===== src/ile_pkg.sv =====
// shared types and codes for the indexed list engine
// no dependencies; imported by indexed_list_engine
package ile_pkg;

  localparam int unsigned DefCapacity = 64;

  // operation codes
  localparam logic [2:0] KIND_GET     = 3'd0;
  localparam logic [2:0] KIND_INS_HD  = 3'd1;
  localparam logic [2:0] KIND_INS_TL  = 3'd2;
  localparam logic [2:0] KIND_INS_POS = 3'd3;
  localparam logic [2:0] KIND_DEL_POS = 3'd4;

  // status codes
  localparam logic [1:0] STATUS_DONE  = 2'd0;
  localparam logic [1:0] STATUS_RANGE = 2'd1;
  localparam logic [1:0] STATUS_FULL  = 2'd2;

  localparam logic signed [31:0] NoneValue = -32'sd1;

  typedef struct packed {
    logic        [2:0]  kind;
    logic signed [15:0] position;
    logic signed [31:0] value_in;
  } ile_cmd_t;

  typedef struct packed {
    logic signed [31:0] read_value;
    logic        [1:0]  status;
    logic        [6:0]  length;
  } ile_res_t;

  typedef enum logic [1:0] {
    ST_IDLE,
    ST_INS_SHIFT,
    ST_INS_LAST,
    ST_DEL_SHIFT
  } ile_state_e;

endpackage


===== src/indexed_list_engine.sv =====
// indexed list engine: ordered list of signed 32-bit words kept packed in one memory
// depends on ile_pkg (command/result structs, codes, state enum)
// latency: every result is strobed on res_valid_o in the cycle after its command word is taken
// throughput: get, append, rejected ops and delete of the last entry never raise busy; an
//   insert at p keeps busy high while entries p and up move up and the new word is written, a
//   delete at p while entries above p move down; one entry moved per cycle, single write port
// reset: asynchronous, active low; clears the entry count and control state, memory is not
//   cleared (entries beyond the count are never read); results cannot be stalled
module indexed_list_engine #(
  parameter int unsigned CAPACITY = ile_pkg::DefCapacity
) (
  input  logic             clk_i,
  input  logic             rst_ni,
  input  logic             start,
  output logic             busy,
  input  ile_pkg::ile_cmd_t cmd_i,
  output logic             res_valid_o,
  output ile_pkg::ile_res_t res_o
);
  import ile_pkg::*;

  localparam int unsigned AW = (CAPACITY > 1) ? $clog2(CAPACITY) : 1;
  localparam int unsigned CW = $clog2(CAPACITY + 1);

  // list storage, one synchronous read port and one write port
  logic [31:0] mem [CAPACITY];
  logic [31:0] rdata_q;

  logic          we_c;
  logic [AW-1:0] waddr_c;
  logic [31:0]   wdata_c;
  logic [AW-1:0] raddr_c;

  ile_state_e    state_q, state_d;
  logic [CW-1:0] cnt_q, cnt_d;
  logic [AW-1:0] rd_q, rd_d;     // last address read during a shift
  logic [AW-1:0] lim_q, lim_d;   // address at which the shift stops
  logic [31:0]   val_q, val_d;   // word waiting for its slot after an insert shift

  logic     res_valid_q, res_valid_d;
  ile_res_t res_q, res_d;
  logic     get_sel_q, get_sel_d;

  // decode of the incoming command
  logic          acc;
  logic          pos_neg;
  logic [15:0]   pos_u;
  logic [15:0]   cnt_w;
  logic          lt_cnt, le_cnt, full;
  logic [AW-1:0] pos_a;
  logic [AW-1:0] ins_p;
  logic          is_ins;
  logic          do_get, do_ins, do_del;
  logic          ins_shift, del_shift;
  logic [1:0]    status_c;

  assign busy = (state_q != ST_IDLE);
  assign acc  = start & ~busy;

  always_comb begin
    pos_neg = cmd_i.position[15];
    pos_u   = cmd_i.position;
    cnt_w   = 16'(cnt_q);
    lt_cnt  = !pos_neg && (pos_u < cnt_w);
    le_cnt  = !pos_neg && (pos_u <= cnt_w);
    full    = (cnt_q == CW'(CAPACITY));
    pos_a   = pos_u[AW-1:0];
    is_ins  = 1'b0;
    ins_p   = pos_a;
    status_c = STATUS_DONE;
    unique case (cmd_i.kind)
      KIND_GET: begin
        if (!lt_cnt) status_c = STATUS_RANGE;
      end
      KIND_INS_HD: begin
        ins_p = '0;
        if (full) status_c = STATUS_FULL;
        else      is_ins   = 1'b1;
      end
      KIND_INS_TL: begin
        ins_p = cnt_q[AW-1:0];
        if (full) status_c = STATUS_FULL;
        else      is_ins   = 1'b1;
      end
      KIND_INS_POS: begin
        if (!le_cnt)   status_c = STATUS_RANGE;
        else if (full) status_c = STATUS_FULL;
        else           is_ins   = 1'b1;
      end
      KIND_DEL_POS: begin
        if (!lt_cnt) status_c = STATUS_RANGE;
      end
      default: begin
        status_c = STATUS_RANGE;
      end
    endcase
    do_get    = acc && (cmd_i.kind == KIND_GET) && lt_cnt;
    do_ins    = acc && is_ins;
    do_del    = acc && (cmd_i.kind == KIND_DEL_POS) && lt_cnt;
    // entries above the insert point must move up one slot first
    ins_shift = do_ins && (CW'(ins_p) != cnt_q);
    // entries above the deleted one move down unless it was the last
    del_shift = do_del && (CW'(pos_a) != (cnt_q - CW'(1)));
  end

  // next state
  always_comb begin
    state_d = state_q;
    unique case (state_q)
      ST_IDLE: begin
        if (ins_shift)      state_d = ST_INS_SHIFT;
        else if (del_shift) state_d = ST_DEL_SHIFT;
      end
      ST_INS_SHIFT: begin
        if (rd_q == lim_q) state_d = ST_INS_LAST;
      end
      ST_INS_LAST: begin
        state_d = ST_IDLE;
      end
      ST_DEL_SHIFT: begin
        if (rd_q == lim_q) state_d = ST_IDLE;
      end
      default: begin
        state_d = ST_IDLE;
      end
    endcase
  end

  // memory ports, count and shift pointers
  always_comb begin
    we_c    = 1'b0;
    waddr_c = rd_q;
    wdata_c = rdata_q;
    raddr_c = rd_q;
    rd_d    = rd_q;
    lim_d   = lim_q;
    val_d   = val_q;
    cnt_d   = cnt_q;
    unique case (state_q)
      ST_IDLE: begin
        if (do_get) begin
          raddr_c = pos_a;
        end else if (ins_shift) begin
          // start from the top entry and walk down
          raddr_c = AW'(cnt_q - CW'(1));
          rd_d    = AW'(cnt_q - CW'(1));
          lim_d   = ins_p;
          val_d   = cmd_i.value_in;
        end else if (do_ins) begin
          // append: slot is free already
          we_c    = 1'b1;
          waddr_c = ins_p;
          wdata_c = cmd_i.value_in;
        end else if (del_shift) begin
          raddr_c = pos_a + AW'(1);
          rd_d    = pos_a + AW'(1);
          lim_d   = AW'(cnt_q - CW'(1));
        end
        if (do_ins)      cnt_d = cnt_q + CW'(1);
        else if (do_del) cnt_d = cnt_q - CW'(1);
      end
      ST_INS_SHIFT: begin
        we_c    = 1'b1;
        waddr_c = rd_q + AW'(1);
        wdata_c = rdata_q;
        if (rd_q != lim_q) begin
          raddr_c = rd_q - AW'(1);
          rd_d    = rd_q - AW'(1);
        end
      end
      ST_INS_LAST: begin
        we_c    = 1'b1;
        waddr_c = lim_q;
        wdata_c = val_q;
      end
      ST_DEL_SHIFT: begin
        we_c    = 1'b1;
        waddr_c = rd_q - AW'(1);
        wdata_c = rdata_q;
        if (rd_q != lim_q) begin
          raddr_c = rd_q + AW'(1);
          rd_d    = rd_q + AW'(1);
        end
      end
      default: begin
        we_c = 1'b0;
      end
    endcase
  end

  // result word is known at accept time, only the get data waits for the memory
  always_comb begin
    res_valid_d       = acc;
    get_sel_d         = do_get;
    res_d             = res_q;
    if (acc) begin
      res_d.read_value = NoneValue;
      res_d.status     = status_c;
      res_d.length     = 7'(cnt_d);
    end
  end

  always_ff @(posedge clk_i) begin
    if (we_c) mem[waddr_c] <= wdata_c;
    rdata_q <= mem[raddr_c];
  end

  always_ff @(posedge clk_i or negedge rst_ni) begin
    if (!rst_ni) begin
      state_q     <= ST_IDLE;
      cnt_q       <= '0;
      res_valid_q <= 1'b0;
      get_sel_q   <= 1'b0;
    end else begin
      state_q     <= state_d;
      cnt_q       <= cnt_d;
      res_valid_q <= res_valid_d;
      get_sel_q   <= get_sel_d;
    end
  end

  always_ff @(posedge clk_i) begin
    rd_q  <= rd_d;
    lim_q <= lim_d;
    val_q <= val_d;
    res_q <= res_d;
  end

  assign res_valid_o = res_valid_q;
  always_comb begin
    res_o = res_q;
    if (get_sel_q) res_o.read_value = rdata_q;
  end

  // a shift only runs over a non-empty list
  assert property (@(posedge clk_i) disable iff (!rst_ni) busy |-> (cnt_q != '0))
    else $error("shift running with empty list");

  // every taken command yields a result in the next cycle
  assert property (@(posedge clk_i) disable iff (!rst_ni) acc |=> res_valid_q)
    else $error("result missing after accepted command");

  // insert shift writes stay below the new count
  assert property (@(posedge clk_i) disable iff (!rst_ni)
    (state_q == ST_INS_SHIFT) |-> ((CW'(rd_q) + CW'(1)) < cnt_q))
    else $error("insert shift beyond list end");

  // delete shift reads stay within the old list
  assert property (@(posedge clk_i) disable iff (!rst_ni)
    (state_q == ST_DEL_SHIFT) |-> (CW'(rd_q) <= cnt_q))
    else $error("delete shift beyond list end");

  // full status only when the list is at capacity
  assert property (@(posedge clk_i) disable iff (!rst_ni)
    (res_valid_q && (res_q.status == STATUS_FULL)) |-> (cnt_q == CW'(CAPACITY)))
    else $error("full status below capacity");

endmodule


===== config.mk =====
export PLATFORM = sky130hd
export DESIGN_NAME = indexed_list_engine
export DESIGN_NICKNAME = d
export VERILOG_FILES = /design/src/ile_pkg.sv /design/src/indexed_list_engine.sv
export SDC_FILE = /design/constraint.sdc
export NUM_CORES = 2
export LEC_CHECK = 0
export ABC_AREA = 1
export BUFFER_PORTS_ARGS = -buffer_cell sky130_fd_sc_hd__buf_2
export CAP_MARGIN = 0
export CORE_UTILIZATION = 30
export CTS_CLUSTER_SIZE = 20
export DETAILED_ROUTE_END_ITERATION = 10
export SYNTH_ARGS = -nofsm -noshare
export SYNTH_HDL_FRONTEND = slang
export SYNTH_SLANG_ARGS = --single-unit
export TNS_END_PERCENT = 50

===== constraint.sdc =====
create_clock -name clk_i -period 7 [get_ports clk_i]
set_input_delay 1.05 -clock clk_i [delete_from_list [all_inputs] [get_ports clk_i]]
set_output_delay 1.05 -clock clk_i [all_outputs]
set_load 0.02 [all_outputs]

[Word level (Yosys, flattened, before mapping)]
Memory sizes are Yosys's and may differ from the RTL's. A register that Yosys moved wholly into a read port is not among the register bits.
Index checks and enable logic that the tools add are counted.
Word-level totals
  word-level logic and storage cells: 103
  bits of input ports: 54
  memories: 1
  register bits: 64
  bits in writable memories: 2048
  output and inout port bits: 43
Memories
  mem: depth 64, width 32, read ports 1, clocked after memory_dff 1, wr ports 1, line indexed_list_engine.sv:26  | logic [31:0] mem [CAPACITY];
Operators by class
  reductions and logical operators: 23
  mux-type cells: 43
  bitwise operators: 3
  magnitude comparators: 2
  equal/unequal tests: 17
  add/subtract/negate cells: 5
Operators by type and width (number)
  2-to-1 mux 32 bit: 4
  case mux 32 bit (3 select lines): 1
  2-to-1 mux 6 bit: 13
  case mux 6 bit (3 select lines): 2
  case mux 6 bit (4 select lines): 1
  2-to-1 mux 7 bit: 3
  less-or-equal comparator 16 x 7 -> 1 bit: 1
  less-than comparator 16 x 7 -> 1 bit: 1
  inequality test 6 x 7 -> 1 bit: 2
  adder 6 x 1 -> 6 bit (second input constant): 2
  2-to-1 mux 2 bit: 6
  case mux 6 bit (2 select lines): 1
  logical AND 1 bit: 9
  2-to-1 mux 1 bit: 8
  case mux 2 bit (4 select lines): 1
  adder 7 x 1 -> 7 bit (second input constant): 1
  == test 7 bit (second input constant): 1
  subtractor 7 x 1 -> 7 bit (second input constant): 1
  == test 3 x 2 -> 1 bit (second input constant): 2
  == test 6 bit: 1
  inequality test 2 bit (second input constant): 3
  inequality test 6 bit: 1
  case mux 2 bit (3 select lines): 1
  AND reduction 3 bit: 2
  other kinds (19): 25

[Logic depth before layout (Yosys ltp)]
  word-level depth: 11
  gate-level depth with buffers: 31
  gate-level depth less buffers: 29

[Least setup slack after synthesis]
Ideal clock, no wire load.
  path kind: input port to flip-flop
  start: in cmd_i[37] (netlist name)
  end: mem mem[40][0] (enable)
  arrival time: 6185 ps
  setup time: 502 ps
  setup slack: 313 ps
  stages: 15
  cell sequence: ha_1 a21oi_1 nor2_1 nor2_1 nand3_2 nand2_1 nand2_1 nor2_4 inv_1 nor2_1 buf_2 nand2_1 a31oi_2 inv_1 nor4_1
Between the ends
  longest elaborated chain between the ends: 11
  elaborated cells between the ends (all ways): 21
  classes of those cells: 2 x order compare; 1 x eq/ne; 13 x mux; 5 x reduce/logical
Ends and longest elaborated chain
  start, declared: line indexed_list_engine.sv:16  | input ile_pkg::ile_cmd_t cmd_i,
  less-or-equal comparator 16 x 7 -> 1 bit: line indexed_list_engine.sv:65  | le_cnt = !pos_neg && (pos_u <= cnt_w);
  logical AND 1 bit: line indexed_list_engine.sv:65
  2-to-1 mux 1 bit: line indexed_list_engine.sv:86  | if (!le_cnt) status_c = STATUS_RANGE;
  case mux 1 bit (2 select lines): line indexed_list_engine.sv:71  | unique case (cmd_i.kind)
  logical AND 1 bit: line indexed_list_engine.sv:98  | do_ins = acc && is_ins;
  2-to-1 mux 1 bit / logical AND 1 bit (equally long branches): line indexed_list_engine.sv:149, indexed_list_engine.sv:101
  2-to-1 mux 1 bit: line indexed_list_engine.sv:143  | end else if (ins_shift) begin
  2-to-1 mux 1 bit: line indexed_list_engine.sv:141  | if (do_get) begin
  case mux 1 bit (2 select lines): line indexed_list_engine.sv:139  | unique case (state_q)
  2-to-1 mux 1 bit: line indexed_list_engine.sv:204  | if (we_c) mem[waddr_c] <= wdata_c;
  2-to-1 mux 1 bit (implied by the code): line indexed_list_engine.sv:204
  end, declared: line indexed_list_engine.sv:26
Parallel ways exist; a longest one is shown, timed or not.

[Final worst setup path]
  start: reg cnt_q[2]
  end: mem mem[58][1] (enable)
Between the ends
  longest elaborated chain between the ends: 11
  elaborated cells between the ends (all ways): 23
  classes of those cells: 2 x order compare; 2 x eq/ne; 14 x mux; 5 x reduce/logical
Ends and longest elaborated chain
  start, declared: line indexed_list_engine.sv:35  | logic [CW-1:0] cnt_q, cnt_d;
  start signal, assigned: line indexed_list_engine.sv:216  | cnt_q <= cnt_d;
  less-or-equal comparator 16 x 7 -> 1 bit / == test 7 bit (equally long branches): line indexed_list_engine.sv:65, indexed_list_engine.sv:66
  logical AND 1 bit / 2-to-1 mux 1 bit (equally long branches)
  2-to-1 mux 1 bit: line indexed_list_engine.sv:86
  case mux 1 bit (2 select lines): line indexed_list_engine.sv:71
  logical AND 1 bit: line indexed_list_engine.sv:98
  2-to-1 mux 1 bit / logical AND 1 bit (equally long branches): line indexed_list_engine.sv:149, indexed_list_engine.sv:101
  2-to-1 mux 1 bit: line indexed_list_engine.sv:143
  2-to-1 mux 1 bit: line indexed_list_engine.sv:141
  case mux 1 bit (2 select lines): line indexed_list_engine.sv:139
  2-to-1 mux 1 bit: line indexed_list_engine.sv:204
  2-to-1 mux 1 bit (implied by the code): line indexed_list_engine.sv:204
Parallel ways exist; a longest one is shown, timed or not.

==> metrics.txt <==
design area=~110000 um^2; layout cell share with drive strength beyond 1=0.07593; multiplexer share of the synthesized area=0; setup repair bufs after CTS=0; XOR/XNOR Fraction of Synth Area=0.002161; chip height=approximately 570 um; Final min period=6.154 ns; core footprint=around 320000 um^2; per-cell routed wire length=approximately 21 um; Ys Warns=0; Max-cap violations=0; Post-Route WL=about 270 mm; worst-case headroom to the max-slew limit=0.1160; sequential cell area fraction in the yosys report=0.6701; CTS tree=done; CTS Buf Count=between 200 and 250; WP data arrival=6.69 ns; clk slew on worst S/H paths=0.07 ns; Crit Path Max Fanout=26; post-synthesis cell area=approximately 96000 um^2; Port Buffers=96; Final Cycle Share=0.8792; Least-Margin Pin Slew=between 1 and 1.5 ns; Worst Path Required=7.54 ns; post-DP HPWL=roughly 150 mm; initial antenna violation count=13; Placement Rows=around 210; drt first pass iters=6; Fin Hold WS=about 0.1 ns; met2 track demand over resource=0.2636; synthesized net count=8885; GP Congestion=0.9007; Critical Path Start=cnt_q[2]$_DFF_PN0_; post-synthesis simple-gate area fraction=0.2320; width of the die=between 500 and 600 um; Hold WC Path Type=in2async; met1 Usage GRT=0.2310; Clk Latency, worst-skew pair=approximately 0.87 ns; 1st-iter DRT viols=roughly 7500; reg2reg path depth=21; hold-fix buffers at CTS=0; Clock Root Buffer=clkbuf_16; max-slew violation count=0; compound-gate portion of the synthesized area=0.01104; CTS H-tree lvls=4; DR vias/cell=4.993; Top Usage Layer GRT=met2; RSZ-0062 raised after global routing=false; Area Overhead vs Synth=13.12%; Adder-Cell Fraction of Synth Area=0.001572; met3 Use GR=0.02970; crit end category=flop; RR Startpoint=cnt_q[2]$_DFF_PN0_; Resized cells post-CTS=0; gr usage total=0.1655; Remaining DRCs=0; Clock Path Buffers=3; initial core utilization=0.3025; first-pass GRT wire length=around 410 mm; post-synthesis cell count=between 8000 and 9000; syn_area_per_cell=roughly 11 um^2; Setup TNS=0 ns; Hold Vio Cnt, Final=0; Netlist cell types=47; CP Launch Type=flop; #FFs+latches synth=~2100; outcome=complete, no violations; vias in the first global route=about 63000; grt ovf=0; Final Net Count=between 8000 and 9000; skew final=0.03186 ns; top-level port count=slightly below 100; Setup violations, final=0; critical setup path kind=reg2reg; Final ANT Viol Nets=0; dpl cell area=101000 um^2; Worst R2R Setup Slack=about 0.85 ns; Fmax=about 160 MHz; main combinational cell family by area after synthesis=simple AND/OR/NAND/NOR gates; Worst R2R End=mem[58][1]$_DFFE_PP_; DIE AREA=around 320000 um^2; Sink Count=between 2000 and 2500; routed via count=between 60000 and 70000; largest net degree at the start of global routing=210
[critical path, stage by stage, from the launching register on]
cell     delay (ns)
dfrtp_1        0.65
inv_1          0.17
ha_1           0.32
nand2_1        0.05
inv_1          0.08
nand2_1        0.09
nand2_1        0.08
nand2_1        0.09
nand3_2        0.14
nand2_1        0.08
nand2_1        0.13
nor2_4         0.06
inv_1          0.30
nor2_1         0.18
inv_2          0.35
o21ai_0        0.15
o21ai_1        0.65
nand2_1        0.27
inv_1          0.14
nand3_1        0.67
nor2_4         0.82
buf_4          0.34
[routing by layer]
layer	part of all wire	routed length [um]
met1	0.43	117200
met2	0.46	125500
met3	0.089	24220
met4	0.024	6449
met5	0.000033	9
[how the worst max path moves through the flow]
| stage | endpoint | slack, ns | cells after the start |
|---|---|---|---|
| after detailed placement | mem[58][27]$_DFFE_PP_ | 0.58 | 23 |
| after global routing | mem[58][11]$_DFFE_PP_ | 0.64 | 21 |
| final | mem[58][1]$_DFFE_PP_ | 0.85 | 21 |
| after floorplan | mem[40][0]$_DFFE_PP_ | 0.31 | 15 |
| after CTS | mem[58][1]$_DFFE_PP_ | 1.06 | 21 |
| after global placement | mem[58][28]$_DFFE_PP_ | 0.45 | 23 |
[state kept, by name (all words and copies together), names as in the netlist]
| name | count |
|---|---|
| cnt_q | 7 |
| get_sel_q | 1 |
| lim_q | 6 |
| mem | 2048 |
| rd_q | 6 |
| rdata_q | 32 |
| res_o | 9 |
| res_valid_o | 1 |
| state_q | 2 |
| val_q | 32 |
[synth_stat cells, drive strengths merged]
| cell | count | share of area |
|---|---|---|
| nand4 | 5 | 0.00033 |
| nand2 | 1564 | 0.062 |
| nor3 | 10 | 0.00058 |
| nor2 | 115 | 0.0049 |
| o21ai | 76 | 0.0041 |
| a21oi | 41 | 0.0022 |
| xnor2 | 4 | 0.00037 |
| edfxtp | 2101 | 0.66 |
| nand3b | 641 | 0.050 |
| clkinv | 3 | 0.00012 |
| a31oi | 3 | 0.00026 |
| a21o | 1 | 0.000079 |
| or2 | 3 | 0.00020 |
| dfxtp | 32 | 0.0067 |
| a211oi | 1 | 0.000079 |
| o22ai | 8 | 0.00052 |
| o31ai | 1 | 0.000079 |
| dfrtp | 11 | 0.0029 |
| o21a | 2 | 0.00016 |
| clkbuf | 163 | 0.0064 |
| inv | 1380 | 0.054 |
| a22oi | 3 | 0.00024 |
| buf | 408 | 0.022 |
| xnor3 | 1 | 0.00024 |
| nor4 | 5 | 0.00033 |
| nand3 | 2165 | 0.11 |
| o211ai | 39 | 0.0031 |
| xor2 | 17 | 0.0016 |
| ha | 12 | 0.0016 |
| o21bai | 4 | 0.00031 |
[cell families after synthesis]
| kind of cell | after synthesis |
|---|---|
| buf+inv | 1954 |
| simple gates | 4508 |
| xor+xnor | 22 |
| compound gates | 179 |
| flops | 2144 |
| fa+ha+maj | 12 |
[area by class of cell]
class | count | area [um^2]
diodes | 2 | 5.005
well taps | 4160 | 5205
clock inverters | 120 | 1230
fillers | 30931 | 207700
multi-input cells | 4721 | 24120
clock buffers | 285 | 5778
repair buffers | 276 | 2507
flip-flops and latches | 2144 | 64010
inverters | 1383 | 5204
[cells in the final DEF, fill, tap and decap left out, types with 4 or more instances in the layout]
cell / synthesis / layout
o21bai_1: 4 / 4
clkbuf_1: 163 / 61
ha_1: 12 / 12
nand4_1: 5 / 5
inv_1: 1369 / 1367
o211ai_1: 39 / 39
clkinv_8: 0 / 6
nand2_4: 3 / 4
buf_2: 367 / 96
xnor2_1: 4 / 4
nor2_4: 4 / 61
clkinv_1: 3 / 46
clkbuf_16: 0 / 219
nor2_1: 110 / 53
inv_2: 10 / 10
inv_16: 0 / 5
nand3b_1: 641 / 641
dfrtp_1: 11 / 11
buf_12: 0 / 54
o21ai_1: 6 / 6
clkinv_2: 0 / 34
clkinvlp_4: 0 / 4
xor2_1: 17 / 17
a21oi_1: 40 / 39
inv_6: 0 / 8
nor3_1: 9 / 5
nand2_1: 1560 / 1558
nand3_1: 2162 / 2162
o21ai_0: 68 / 68
dfxtp_1: 32 / 32
bufinv_16: 0 / 18
nor4_2: 0 / 4
o22ai_1: 8 / 8
buf_4: 10 / 126
nor3_2: 1 / 5
edfxtp_1: 2101 / 2101
clkbuf_8: 0 / 5
[through the flow]
step	worst slack, ns	util	instances
finish	0.8457	0.3422	13091
global route	0.6421	0.3422	13090
CTS	1.061	0.3422	13089
detailed placement	0.5792	0.3200	12684
global placement	0.4467	0.3200	12684
floorplan	0.3135	-	8819
Power is left out: the tool's default activity adds up to more than one toggle a clock period on the data nets, which glitch-free logic cannot reach.
